--- config.mk ---
export PLATFORM = sky130hd
export DESIGN_NAME = multichannel_input_debouncer_unit
export DESIGN_NICKNAME = d
export VERILOG_FILES = /design/src/rtl/midb_pkg.sv /design/src/rtl/midb_cell.sv /design/src/rtl/multichannel_input_debouncer_unit.sv
export SDC_FILE = /design/constraint.sdc
export NUM_CORES = 1
export LEC_CHECK = 0
export BUFFER_PORTS_ARGS = -buffer_cell sky130_fd_sc_hd__buf_2
export CAP_MARGIN = 20
export CORE_ASPECT_RATIO = 0.8
export CORE_UTILIZATION = 45
export CTS_BUF_LIST = sky130_fd_sc_hd__clkbuf_8
export CTS_CLUSTER_DIAMETER = 60
export DETAILED_ROUTE_END_ITERATION = 8
export GPL_ROUTABILITY_DRIVEN = 0
export GPL_TIMING_DRIVEN = 0
export PLACE_DENSITY = 0.6
export SYNTH_ARGS = -nofsm -noshare
export SYNTH_HDL_FRONTEND = slang
export SYNTH_HIERARCHICAL = 1
export SYNTH_SLANG_ARGS = --single-unit
--- constraint.sdc ---
create_clock -name clk -period 15.3 [get_ports clk]
set_input_delay 0.765 -clock clk [delete_from_list [all_inputs] [get_ports clk]]
set_output_delay 0.765 -clock clk [all_outputs]
set_load 0.02 [all_outputs]
--- src/rtl/midb_pkg.sv ---
package midb_pkg;

    // pin count and the pin that also takes the extra detect line
    localparam int NUM_INPUTS  = 32;
    localparam int SPECIAL_PIN = 25;

    // field widths
    localparam int SAMPLE_W   = 32;
    localparam int COUNT_W    = 8;
    localparam int INDEX_W    = 6;
    localparam int BYTE_SEL_W = 3;
    localparam int PAD_W      = 64;

    // bytes of stable state that a read can return
    localparam int STATE_BYTES = (NUM_INPUTS + 7) / 8;

    localparam logic [COUNT_W-1:0] COUNT_MAX = {COUNT_W{1'b1}};

    // operation codes
    typedef enum logic [1:0] {
        OP_TICK  = 2'd0,
        OP_WRITE = 2'd1,
        OP_READ  = 2'd2,
        OP_NONE  = 2'd3
    } op_t;

    // per-pin control for one transfer
    typedef struct packed {
        logic               tick;
        logic               wr;
        logic               en;
        logic [COUNT_W-1:0] ticks;
    } pin_ctrl_t;

endpackage

--- src/rtl/midb_cell.sv ---
module midb_cell (
    input  logic                clk,
    input  logic                rst_n,
    input  midb_pkg::pin_ctrl_t ctrl,
    input  logic                sample,
    output logic                stable_level,
    output logic                stable_level_next
);
    import midb_pkg::*;

    logic               stable_reg;
    logic [COUNT_W-1:0] count_reg;
    logic [COUNT_W-1:0] count_next;
    logic               enable_reg;
    logic [COUNT_W-1:0] time_reg;
    logic               enable_next;
    logic [COUNT_W-1:0] time_next;
    logic [COUNT_W-1:0] count_inc;
    logic [COUNT_W-1:0] limit;

    // debounce step for one tick
    always_comb
    begin
        limit             = enable_reg ? time_reg : '0;
        count_inc         = (count_reg != COUNT_MAX) ? count_reg + 1'b1 : count_reg;
        stable_level_next = stable_reg;
        count_next        = count_reg;
        if (ctrl.tick)
        begin
            if (sample != stable_reg)
            begin
                if (count_inc >= limit)
                begin
                    stable_level_next = sample;
                    count_next        = '0;
                end
                else
                begin
                    count_next = count_inc;
                end
            end
            else
            begin
                count_next = '0;
            end
        end
    end

    // settings write
    always_comb
    begin
        enable_next = enable_reg;
        time_next   = time_reg;
        if (ctrl.wr)
        begin
            enable_next = ctrl.en;
            time_next   = ctrl.ticks;
        end
    end

    always_ff @(posedge clk or negedge rst_n)
    begin
        if (!rst_n)
        begin
            stable_reg <= 1'b0;
            count_reg  <= '0;
            enable_reg <= 1'b0;
            time_reg   <= '0;
        end
        else
        begin
            stable_reg <= stable_level_next;
            count_reg  <= count_next;
            enable_reg <= enable_next;
            time_reg   <= time_next;
        end
    end

    assign stable_level = stable_reg;

endmodule

--- src/rtl/multichannel_input_debouncer_unit.sv ---
// Multichannel input debouncer: one counter-based debounce cell per pin.
// Input channel (in_valid / in_stall) carries one operation per transfer:
// a tick with raw samples for every pin, a write of one pin's enable flag
// and debounce time, or a read of one byte of the stable levels.
// Output channel (out_valid / out_stall) returns exactly one result per
// input transfer: read_byte (zero unless a read) and the stable levels
// after the operation.
// An item passes through the input register, then through the pin cells into
// the result register. Throughput is one transfer per cycle when out_stall is
// low, set by the single pass through the per-pin compare and increment.
// When the receiver stalls, the result register holds its item and the
// input register still takes one more transfer before in_stall rises.
// Reset clears the stable levels, counters, enable flags and debounce
// times of every pin, and empties both registers.
module multichannel_input_debouncer_unit (
    input  logic                               clk,
    input  logic                               rst_n,
    input  logic                               in_valid,
    output logic                               in_stall,
    input  logic [1:0]                         operation,
    input  logic [midb_pkg::SAMPLE_W-1:0]      pin_samples,
    input  logic                               extra_detect,
    input  logic [midb_pkg::INDEX_W-1:0]       channel_index,
    input  logic                               debounce_enable,
    input  logic [midb_pkg::COUNT_W-1:0]       debounce_ticks,
    input  logic [midb_pkg::BYTE_SEL_W-1:0]    byte_index,
    output logic                               out_valid,
    input  logic                               out_stall,
    output logic [7:0]                         read_byte,
    output logic [midb_pkg::SAMPLE_W-1:0]      stable_vector
);
    import midb_pkg::*;

    logic                  in_valid_reg;
    logic                  in_valid_next;
    op_t                   op_reg;
    logic [SAMPLE_W-1:0]   samples_reg;
    logic                  extra_reg;
    logic [INDEX_W-1:0]    index_reg;
    logic                  enable_reg;
    logic [COUNT_W-1:0]    ticks_reg;
    logic [BYTE_SEL_W-1:0] byte_sel_reg;

    logic                  out_valid_reg;
    logic                  out_valid_next;
    logic [7:0]            read_byte_reg;
    logic [7:0]            read_byte_next;
    logic [SAMPLE_W-1:0]   stable_vector_reg;

    logic                  accept;
    logic                  advance;
    logic [NUM_INPUTS-1:0] stable_now;
    logic [NUM_INPUTS-1:0] stable_next;
    logic [PAD_W-1:0]      stable_pad;
    logic [PAD_W-1:0]      stable_next_pad;

    // handshake: the item moves on when the result register is free or drains
    assign advance  = in_valid_reg && (!out_valid_reg || !out_stall);
    assign in_stall = in_valid_reg && !advance;
    assign accept   = in_valid && !in_stall;

    always_comb
    begin
        in_valid_next = in_valid_reg;
        if (accept)
            in_valid_next = 1'b1;
        else if (advance)
            in_valid_next = 1'b0;
        out_valid_next = advance || (out_valid_reg && out_stall);
    end

    // input register
    always_ff @(posedge clk or negedge rst_n)
    begin
        if (!rst_n)
            in_valid_reg <= 1'b0;
        else
            in_valid_reg <= in_valid_next;
    end

    always_ff @(posedge clk)
    begin
        if (accept)
        begin
            op_reg       <= op_t'(operation);
            samples_reg  <= pin_samples;
            extra_reg    <= extra_detect;
            index_reg    <= channel_index;
            enable_reg   <= debounce_enable;
            ticks_reg    <= debounce_ticks;
            byte_sel_reg <= byte_index;
        end
    end

    // one debounce cell per pin
    for (genvar n = 0; n < NUM_INPUTS; n++)
    begin : g_pin
        pin_ctrl_t ctrl;
        logic      sample;

        assign ctrl.tick  = advance && (op_reg == OP_TICK);
        assign ctrl.wr    = advance && (op_reg == OP_WRITE)
                            && (index_reg == INDEX_W'(n));
        assign ctrl.en    = enable_reg;
        assign ctrl.ticks = ticks_reg;

        if (n < SAMPLE_W && n == SPECIAL_PIN)
        begin : g_special
            assign sample = samples_reg[n] | extra_reg;
        end
        else if (n < SAMPLE_W)
        begin : g_plain
            assign sample = samples_reg[n];
        end
        else if (n == SPECIAL_PIN)
        begin : g_special_high
            assign sample = extra_reg;
        end
        else
        begin : g_high
            assign sample = 1'b0;
        end

        midb_cell u_cell (
            .clk               (clk),
            .rst_n             (rst_n),
            .ctrl              (ctrl),
            .sample            (sample),
            .stable_level      (stable_now[n]),
            .stable_level_next (stable_next[n])
        );
    end

    // byte read of the stable levels
    assign stable_pad      = PAD_W'(stable_now);
    assign stable_next_pad = PAD_W'(stable_next);

    always_comb
    begin
        read_byte_next = '0;
        if (op_reg == OP_READ && 32'(byte_sel_reg) < STATE_BYTES)
            read_byte_next = stable_pad[{byte_sel_reg, 3'b000} +: 8];
    end

    // result register
    always_ff @(posedge clk or negedge rst_n)
    begin
        if (!rst_n)
            out_valid_reg <= 1'b0;
        else
            out_valid_reg <= out_valid_next;
    end

    always_ff @(posedge clk)
    begin
        if (advance)
        begin
            read_byte_reg     <= read_byte_next;
            stable_vector_reg <= stable_next_pad[SAMPLE_W-1:0];
        end
    end

    assign out_valid     = out_valid_reg;
    assign read_byte     = read_byte_reg;
    assign stable_vector = stable_vector_reg;

endmodule

==> impl_metrics.csv <==
group,metric,value,unit
synth,yosysWarnings,6,
die,die_w,340,um
routing,top_layer,"met5",
setup_path,critPathRequiredTime,15.98,ns
clocking,clock_latency,0.76,ns
final_layout,fin_nets,4309,
routing,firstDrtPassIters,5,
power,power.share.switching,26.8,%
setup_path,cp_max_fo,10,
clocking,cts_buffers,111,
power,power_frac_comb,9.4,%
final_layout,nFillCells,8077,
timing,timing.fmax,258,MHz
clocking,htree_levels,3,
timing,fin_crit_sh,25.4,%
timing,tns,0,ns
flow_run,drv_cap,0,
die,fp.dieH,272,um
timing,slew_headroom,25.9,%
clocking,clockBufferDepth,3,
clocking,post_cts_buffers,0,
global_route,grt_util_all_layers,21.4,%
die,coreArea,89900,um^2
clocking,cts_hold_buffers,0,
routing,vias_per_cell,5.70,
synth,synth_edf_count,93,
synth,yosysUniqueCellTypes,66,
synth,seq_area_frac_synth,42.0,%
clocking,clkTransAtPathRegs,0.06,ns
timing,finalHoldViolations,0,
timing,fin_ws,11.42,ns
timing,setup_violations,0,
placement,preCtsSetupSlack,11.07,ns
timing,clock_skew,0.0406,ns
clocking,cts_tree,"yes",
routing,ant_nets,0,
routing,wl_met3,4880,um
routing,drt-total-wl,98800,um
clocking,cts_sinks,671,
final_layout,ff_latch_area,17300,um^2
synth,syn_nets,4054,
clocking,root_buffer,"clkbuf_8",
run_status,status,"complete, no violations",
setup_path,end_kind,"register",
timing,post-route-min-period,3.88,ns
worst_hold_path,hp-class,"in -> async",
routing,routedWlPerCell,18.8,um
final_layout,drive_gt1_share,23.5,%
synth,avgSynthCellArea,11.1,um^2
setup_path,crit_arrival,4.56,ns
synth,synthArstFlopShare,86.1,%
die,row_count,98,
synth,syn-cell-area,41000,um^2
timing,rsz0062_at_grt,"no",
setup_path,worstSetupStartpointType,"register",
global_route,grt_pass1_vias,28937,
global_route,grt_pass1_wl,159000,um
power,clock_power_share,41.2,%
power,worst_ir_drop_vdd,0.0835,mV
timing,worst_slew_pin_slew,1.10,ns
routing,drtIter0Drc,1867,
timing,slew_violations,0,
routing,dr_wl_met2,42500,um
setup_path,path_class,"reg -> reg",
power,power.density,87.1,nW/um^2
die,io_pins,99,
routing,met1_length,49100,um
power,internal-power,0.00295,W
final_layout,multi_input_area,22300,um^2
power,power_frac_seq,49.3,%
power,leakagePower,20.6,nW
clocking,cts_resized,0,
global_route,grt_max_degree,117,
global_route,antenna_found_initial,12,
routing,num_vias,30011,
synth,ys_ff_latch,671,
die,initial_utilization,45.7,%
power,switching_power,0.00108,W
global_route,grt_overflow,0,
routing,drc,0,
die,dieArea,92400,um^2
final_layout,syn2layout_area_growth,12.9,%
placement,port_buffers,98,
synth,yosys_most_used_dff,"dfrtp_1",
synth,synthCells,3709,
placement,dp_hpwl,69900,um
==> through the flow <==
step | power (W) | area (um^2) | hold slack [ns] | util (%) | cells
5_1_grt | 0.00422 | 46300 | 0.0872 | 51.5 | 5262
3_5_place_dp | 0.00241 | 44000 | 0.459 | 48.9 | 5051
4_1_cts | 0.00410 | 46300 | 0.0241 | 51.5 | 5260
3_3_place_gp | 0.00240 | 43000 | 0.458 | 47.9 | 5007
6_report | 0.00403 | 46300 | 0.0532 | 51.5 | 5266
2_1_floorplan | 0.00222 | 41000 | 0.445 | - | 3709
==> cell families after synthesis <==
group | Yosys count | synth area share (%)
xor+xnor | 129 | 2.75
compound gates | 835 | 18.2
buf+inv | 303 | 3.62
simple gates | 1114 | 14.5
fa+ha+maj | 288 | 8.78
flops | 671 | 42.0
mux | 369 | 10.1
==> per-layer routing <==
layer / global-route usage, % / up-vias
met2: 31.7 / 562
met1: 31.5 / 14714
met3: 4.05 / 169
li1: - / 14554
met5: 0.813 / -
met4: 6.52 / 12
==> critical path, cell delays in order, from the launching register on <==
cell and delay, ns:
edfxtp_1 0.36, buf_4 0.19, clkbuf_1 0.32, nor3_2 0.98, buf_6 0.28, buf_6 0.18, buf_6 0.19, buf_6 0.17
inv_1 0.13, or3_1 0.40, buf_6 0.16, nor2_2 0.22, a32o_1 0.20
==> path summary, 6_finish.rpt <==
kind                                           from                                   endpoint  slack (ns)  cells past startpoint
hold / removal                                rst_n  g_pin[22].u_cell/count_reg[4]$_DFFE_PN0P_        0.05                      1
hold reg to reg            in_valid_reg$_DFFE_PN0P_                        out_valid$_DFF_PN0_        0.47                      1
max in group asynchronous                     rst_n     g_pin[9].u_cell/stable_level$_DFF_PN0_       13.77                      3
min in group clk                   channel_index[3]                     index_reg[3]$_DFFE_PP_        0.18                      1
setup reg to reg                op_reg[1]$_DFFE_PP_   g_pin[6].u_cell/count_reg[1]$_DFFE_PN0P_       11.42                     12
setup / recovery                op_reg[1]$_DFFE_PP_   g_pin[6].u_cell/count_reg[1]$_DFFE_PN0P_       11.42                     12
==> layout make-up <==
class                      count  area share, %
timing repair buffer         142           3.07
sequential                   671           37.2
clock inverter                78           1.15
inverter                      99          0.807
clock buffer                 131           3.89
tap                         1200           3.24
buffer                       204           2.40
multi-input combinational   2735           48.2
antenna                        6         0.0324
==> power groups by stage <==
| stage | Sequential, W | Clock (W) | Combinational [W] |
|---|---|---|---|
| 6_report | 0.00199 | 0.00166 | 0.000380 |
| 5_1_grt | 0.00200 | 0.00180 | 0.000415 |
| 4_1_cts | 0.00199 | 0.00173 | 0.000387 |
| 3_5_place_dp | 0.00202 | 0 | 0.000385 |
| 3_3_place_gp | 0.00205 | 0 | 0.000359 |
| 2_1_floorplan | 0.00201 | 0 | 0.000214 |
==> cell usage after synthesis (70+ instances only) <==
cell      count  area share [%]
a21oi_1      94             1.1
a22o_1      127             2.7
buf_2        70            0.85
clkbuf_1     98            0.90
dfrtp_1     578              35
edfxtp_1     93             6.8
ha_1        288             8.8
inv_1        98            0.90
mux2_2      289             7.9
nand2_1     351             3.2
nand3_1      96             1.2
nor2_1      131             1.2
nor3_1      126             1.5
o21ai_1      96             1.2
==> placed cells by master (no fill, tap or decap), drive strengths merged, types with 7 or more instances in the layout <==
master  synthesis  layout
a41o           31      31
o21a           33      33
or3            32      32
a211oi         31      31
nand3          96      96
o31a           31      31
nor2          162     162
edfxtp         93      93
nor3b          34      34
a31oi          63      63
a31o           31      31
nand2         351     351
and4           31      31
o211ai         32      32
mux2i          16      16
o22a           63      63
a211o          31      31
xnor2          65      65
o21ai         127     127
a32o           32      32
bufinv          0       7
mux2          353     353
nor4           63      63
xor2           64      64
clkinv          0      31
a41oi          32      32
ha            288     288
a21oi          94      94
o22ai           8       8
a22o          127     127
buf           106     248
clkbuf         98     229
o31ai          65      65
inv            99     134
dfrtp         578     578
nor2b          35      35
and3           35      35
nor3          126     126
nand4          65      65
and2           67      67
No activity file was read; power rests on OpenSTA's default activity.
